[config.mk]
export PLATFORM = sky130hd
export DESIGN_NAME = jst_ctrl
export DESIGN_NICKNAME = d
export VERILOG_FILES = /design/src/sv/jst_pkg.sv /design/src/sv/jst_ctrl.sv
export SDC_FILE = /design/constraint.sdc
export NUM_CORES = 1
export LEC_CHECK = 0
export BUFFER_PORTS_ARGS = -buffer_cell sky130_fd_sc_hd__buf_2
export CAP_MARGIN = 15
export CORE_AREA = 8 8 45 47
export CTS_CLUSTER_DIAMETER = 30
export CTS_CLUSTER_SIZE = 10
export DETAILED_ROUTE_END_ITERATION = 8
export DIE_AREA = 0 0 53 55
export PLACE_DENSITY_LB_ADDON = 0.3
export SLEW_MARGIN = 20
export SYNTH_ARGS = -nofsm -noshare
export SYNTH_HDL_FRONTEND = slang
export SYNTH_SLANG_ARGS = --single-unit
export TNS_END_PERCENT = 50
[constraint.sdc]
create_clock -name clk -period 0.85 [get_ports clk]
set_input_delay 0.085 -clock clk [delete_from_list [all_inputs] [get_ports clk]]
set_output_delay 0.085 -clock clk [all_outputs]
set_load 0.03 [all_outputs]
[src/sv/jst_pkg.sv]
// Shared types and constants for the job slot table with age order.
// Field widths and positions on the stream buses, action codes and the
// controller-to-datapath command and status structs. No dependencies.
package jst_pkg;

  // default sizing of the top level
  localparam int JOBS_DEF  = 16;
  localparam int PROCS_DEF = 1024;

  // item field widths
  localparam int ACT_W   = 2;
  localparam int PID_W   = 10;
  localparam int GRP_W   = 22;
  localparam int CNT_W   = 8;
  localparam int JST_W   = 3;
  localparam int SLOT_W  = 4;
  localparam int STAMP_W = 32;

  // input tdata layout, lowest bit first
  localparam int PID_LO  = 0;
  localparam int GRP_LO  = PID_LO + PID_W;
  localparam int CNT_LO  = GRP_LO + GRP_W;
  localparam int JST_LO  = CNT_LO + CNT_W;
  localparam int RSL_LO  = JST_LO + JST_W;
  localparam int IN_TDATA_W = ((RSL_LO + SLOT_W + 7) / 8) * 8;
  localparam int IN_TUSER_W = ACT_W;

  // output tdata layout, lowest bit first
  localparam int OIDX_LO  = 0;
  localparam int OOK_LO   = OIDX_LO + SLOT_W;
  localparam int OREM_LO  = OOK_LO + 1;
  localparam int OST_LO   = OREM_LO + CNT_W;
  localparam int OCUR_LO  = OST_LO + JST_W;
  localparam int OPREV_LO = OCUR_LO + SLOT_W;
  localparam int OUT_TDATA_W = ((OPREV_LO + SLOT_W + 7) / 8) * 8;

  typedef enum logic [ACT_W-1:0] {
    ACT_BIND = 2'd0,
    ACT_ADD  = 2'd1,
    ACT_DONE = 2'd2,
    ACT_READ = 2'd3
  } action_t;

  typedef struct packed {
    logic clear_step;  // write zero to the next map entry
    logic latch;       // capture the item and start the map read
    logic exec;        // apply the item to the table
    logic load_out;    // pack the result into the output register
  } ctrl_cmd_t;

  typedef struct packed {
    logic clear_last;  // clearing pass is on its last map entry
  } dp_stat_t;

endpackage

[src/sv/jst_ctrl.sv]
// Controller for the job slot table: clearing pass, item sequencing and
// the output register valid. Depends on jst_pkg.
module jst_ctrl (
  input  logic               clk,
  input  logic               rst_n,
  input  jst_pkg::dp_stat_t  stat,
  input  logic               in_tvalid,
  output logic               in_tready,
  output logic               out_tvalid,
  input  logic               out_tready,
  output jst_pkg::ctrl_cmd_t cmd
);
  import jst_pkg::*;

  typedef enum logic [1:0] {
    ST_CLEAR,
    ST_IDLE,
    ST_EXEC,
    ST_FINISH
  } state_t;

  state_t state_r, state_nxt;
  logic   out_tvalid_r, out_tvalid_nxt;
  logic   out_free;
  logic   accept;

  // output register may be loaded when empty or being drained this cycle
  assign out_free  = !out_tvalid_r || out_tready;
  assign in_tready = (state_r == ST_IDLE) || ((state_r == ST_FINISH) && out_free);
  assign accept    = in_tvalid && in_tready;

  assign cmd.clear_step = (state_r == ST_CLEAR);
  assign cmd.latch      = accept;
  assign cmd.exec       = (state_r == ST_EXEC);
  assign cmd.load_out   = (state_r == ST_FINISH) && out_free;

  always_comb begin
    state_nxt      = state_r;
    out_tvalid_nxt = out_tvalid_r;
    if (out_tready) begin
      out_tvalid_nxt = 1'b0;
    end
    case (state_r)
      ST_CLEAR: begin
        if (stat.clear_last) begin
          state_nxt = ST_IDLE;
        end
      end
      ST_IDLE: begin
        if (accept) begin
          state_nxt = ST_EXEC;
        end
      end
      ST_EXEC: begin
        state_nxt = ST_FINISH;
      end
      ST_FINISH: begin
        if (out_free) begin
          out_tvalid_nxt = 1'b1;
          state_nxt      = accept ? ST_EXEC : ST_IDLE;
        end
      end
      default: begin
        state_nxt = ST_IDLE;
      end
    endcase
  end

  always_ff @(posedge clk) begin
    if (!rst_n) begin
      state_r      <= ST_CLEAR;
      out_tvalid_r <= 1'b0;
    end else begin
      state_r      <= state_nxt;
      out_tvalid_r <= out_tvalid_nxt;
    end
  end

  assign out_tvalid = out_tvalid_r;

  a_accept_exec: assert property (@(posedge clk) disable iff (!rst_n)
    accept |=> (state_r == ST_EXEC))
    else $error("accepted transfer not followed by execute");

  a_exec_finish: assert property (@(posedge clk) disable iff (!rst_n)
    (state_r == ST_EXEC) |=> (state_r == ST_FINISH))
    else $error("execute not followed by finish");

  a_valid_source: assert property (@(posedge clk) disable iff (!rst_n)
    $rose(out_tvalid_r) |-> ($past(state_r) == ST_FINISH))
    else $error("result appeared outside the finish step");

endmodule

# [Word level (Yosys, flattened, before mapping)]
# Cells that the tools add are included.
[totals] reg_bits=3 output_inout_bits=6
[classes] n_mux=8 n_eq_ne=6 n_reduce_logical=7
[ops] op="2-to-1 mux 2 bit" n=4
[ops] op="one-hot mux 2 bit (4 select lines)" n=1
[ops] op="!= test 2 bit, second input constant" n=3
[ops] op="equality test 2 bit, second input constant" n=2
[ops] op="2-to-1 mux 1 bit" n=3
[ops] op="AND reduction 3 bit" n=1
[ops] op="equality test 2 x 1 -> 1 bit, second input constant" n=1
[ops] op="logical AND 1 bit" n=2
[ops] op="logical NOT 2 bit" n=1
[ops] op="logical OR 1 bit" n=2
[ops] op="logical NOT 1 bit" n=1

# [Logic depth before layout (Yosys ltp)]
[depth] depth_word=8 ltp_mapped=3

# [Worst setup path before layout]
# No wires, ideal clock.
[synth_timing] kind="register to output" from="register out_tvalid_r (netlist: out_tvalid)" to="output port cmd[0] (netlist name)" arrival_time_ps=1225 n_path_buf=0 stages_incl_launch_ff=3 setup_slack_ps=-460 cell_sequence="dfxtp_1 nor2b_4 nor3_1"
[synth_lines] element="start: declaration" line="jst_ctrl.sv:23" source="logic out_tvalid_r, out_tvalid_nxt;"
[synth_lines] element="start signal: assignment" line="jst_ctrl.sv:75" source="out_tvalid_r <= out_tvalid_nxt;"
[synth_lines] element="end: declaration" line="jst_ctrl.sv:11" source="output jst_pkg::ctrl_cmd_t cmd"

==> flow_summary.json <==
{
  "yosysSeqAreaShare": 0.384,
  "wire_per_inst_um": 11.0,
  "grt_overflow": 0,
  "hold_end": "out_tvalid",
  "finalCritPeriodShare": 1.33,
  "ys_types": 12,
  "synthSimpleGateAreaFrac": 0.248,
  "rsz0062_at_grt": "yes",
  "cts.reportedPaths.clkPinSlew_ns": 0.03,
  "final_cell_mix": "7 x buf_6, 5 x buf_2, 3 x clkbuf_4",
  "fin_cells": 53,
  "dpl_cell_area_um2": 270,
  "timing.rr.end": "state_r[1]",
  "first_iter_violations": 7,
  "clockBufferDepth": 2,
  "reg2reg_depth": 3,
  "synth_top_family_by_area": "compound AO/OA/AOI/OAI gates",
  "avgSynthCellArea_um2": 7.82,
  "slowest_stage": "dfxtp_4",
  "dpl.cell_count": 49,
  "diodes": 0,
  "synth_fp_nets": 25,
  "final.min_clock_period_ns": 1.13,
  "rows": 14,
  "area_growth_pct": 127,
  "reg2reg_slack_ns": -0.01,
  "routabilityCongestion": 0.665,
  "grt_usage": 0.0388,
  "drive_above_1_share": 0.757,
  "synth_xor_area_frac": 0,
  "ant_nets": 0,
  "clock-skew-final_ns": 0.000338,
  "hold_buffers": 0,
  "pre_cts_slack_ns": -0.100,
  "crit_required_ns": 0.76,
  "grt_max_degree": 7,
  "fin_nets": 43,
  "cts_tree": "done",
  "antenna_found_initial": 0,
  "grt_pass1_vias": 178,
  "power.density_nw_per_um2": 1680,
  "cp_num_cells": 3,
  "crit_path_max_fanout": 6,
  "ys_warn_count": 0,
  "fp.dieH_um": 55,
  "fin_ws_ns": -0.280,
  "reg2reg_from": "out_tvalid",
  "path_delay_family": "flip-flops",
  "cts_root_buf": "clkbuf_4",
  "fin_area_um2": 355,
  "chipWidth_um": 53,
  "numCtsBuffers": 3,
  "first_pass_iters": 2,
  "min_path_cells": 2,
  "crit_buf_inv": 1,
  "leakage_nw": 0.143,
  "cts.sinks": 3,
  "synthMuxAreaShare": 0,
  "fmax_mhz": 885,
  "maxCapViolCount": 0,
  "synth_compound_area_frac": 0.272,
  "drc": 0,
  "core-area_um2": 1380,
  "syn_inst": 20,
  "path_class": "register to primary output",
  "worstSetupStartpointType": "register",
  "setup_viol": 7,
  "cpPeakStageDelay_ns": 0.33,
  "initial_core_util": 0.113,
  "min_from": "rst_n",
  "slew_violations": 0,
  "dieArea_um2": 2920,
  "ys_seq_elements": 3,
  "hold_viol": 0,
  "hpwl_um": 405,
  "boundaryPins": 11,
  "violations": "negative setup slack",
  "timing.slew.headroom": 0.851,
  "routed_wl_um": 583,
  "worstPathArrival_ns": 1.04,
  "mostFrequentLayoutCell": "buf_6",
  "worst_slew_pin_slew_ns": 0.223,
  "hp-class": "input pin to register",
  "synth_adder_area_share": 0,
  "post_cts_buffers": 0,
  "ir_drop_uv": 481,
  "grt_pass1_wl_um": 786,
  "netlist_area_um2": 156,
  "clk_latency_ns": 0.23,
  "avgViaCountPerCell": 3.77,
  "outcome": "finished with violations",
  "vias": 200,
  "crit_path_end_kind": "primary output",
  "portBuffers": 10,
  "path_cells": "nor2b_4, a21oi_2, buf_6",
  "h-tree-depth": 1
}
## worst max-delay path by stage
stage               startpoint      to  slack (ns)
finish              out_tvalid  cmd[2]       -0.28
global placement    state_r[0]  cmd[0]       -0.11
global route        out_tvalid  cmd[2]       -0.35
detailed placement  state_r[0]  cmd[0]       -0.10
CTS                 out_tvalid  cmd[2]       -0.27
floorplan           out_tvalid  cmd[2]       -0.09
## power by group
group / total, mW / switching [mW] / internal [mW]
registers: 0.161 / 0.0112 / 0.150
clock network: 0.241 / 0.0652 / 0.175
logic: 0.196 / 0.107 / 0.0891
total: 0.598 / 0.184 / 0.414
## registers in the layout, summed over array words and instances (netlist names)
register and flops:
state_r 2, out_tvalid 1
## cell usage after synthesis (all sizes together)
library cell  n  share of area
buf           1          0.048
a21boi        1          0.048
o21ai         3          0.096
a21oi         4           0.13
inv           2          0.048
nor3          1          0.032
nand2         1          0.040
nor2          2          0.048
nor2b         2           0.13
dfxtp         3           0.38
## what timing repair did
action                     CTS  global route
setup endpoints to repair    6             9
pin swaps                    1             1
gates resized for setup     10            10
cloned                       0             0
## worst reg2reg max path: cells and delay by family (launching register included)
kind,cells,cell delay (ns)
simple gates,1,0.25
flops,1,0.33
compound gates,2,0.22
## kinds of logic (layout without fill, tap and decap cells)
group | count (synthesis) | in the layout
AO/OA/AOI/OAI | 8 | 8
flip-flops | 3 | 3
AND/OR/NAND/NOR | 6 | 6
buffers and inverters | 3 | 20
## through the flow
stage | hold slack [ns] | utilization | setup TNS, ns | power, mW
final | 0.114 | 0.257 | -1.11 | 0.598
after global routing | 0.126 | 0.257 | -1.60 | 0.633
after CTS | 0.106 | 0.235 | -1.15 | 0.574
after detailed placement | 0.352 | 0.195 | -0.211 | 0.305
after global placement | 0.336 | 0.195 | -0.252 | 0.308
after floorplan | 0.212 | - | -0.314 | 0.250
## cell type report
| type | instances | area (um2) |
|---|---|---|
| fillers | 161 | 1030 |
| repair buffers | 14 | 119 |
| multi-input cells | 14 | 115 |
| flip-flops and latches | 3 | 67.6 |
| clock buffers | 4 | 26.3 |
| well taps | 16 | 20.0 |
| inverters | 2 | 7.51 |
## routing by layer
layer  share of wire  global-route usage  vias up
met1            0.36              0.0320       91
met3            0.13              0.0428        0
met4               0                   0        0
li1                -                   -      101
met5               0                   0        -
met2            0.51              0.0664        8
No activity file was read; power rests on OpenSTA's default activity.
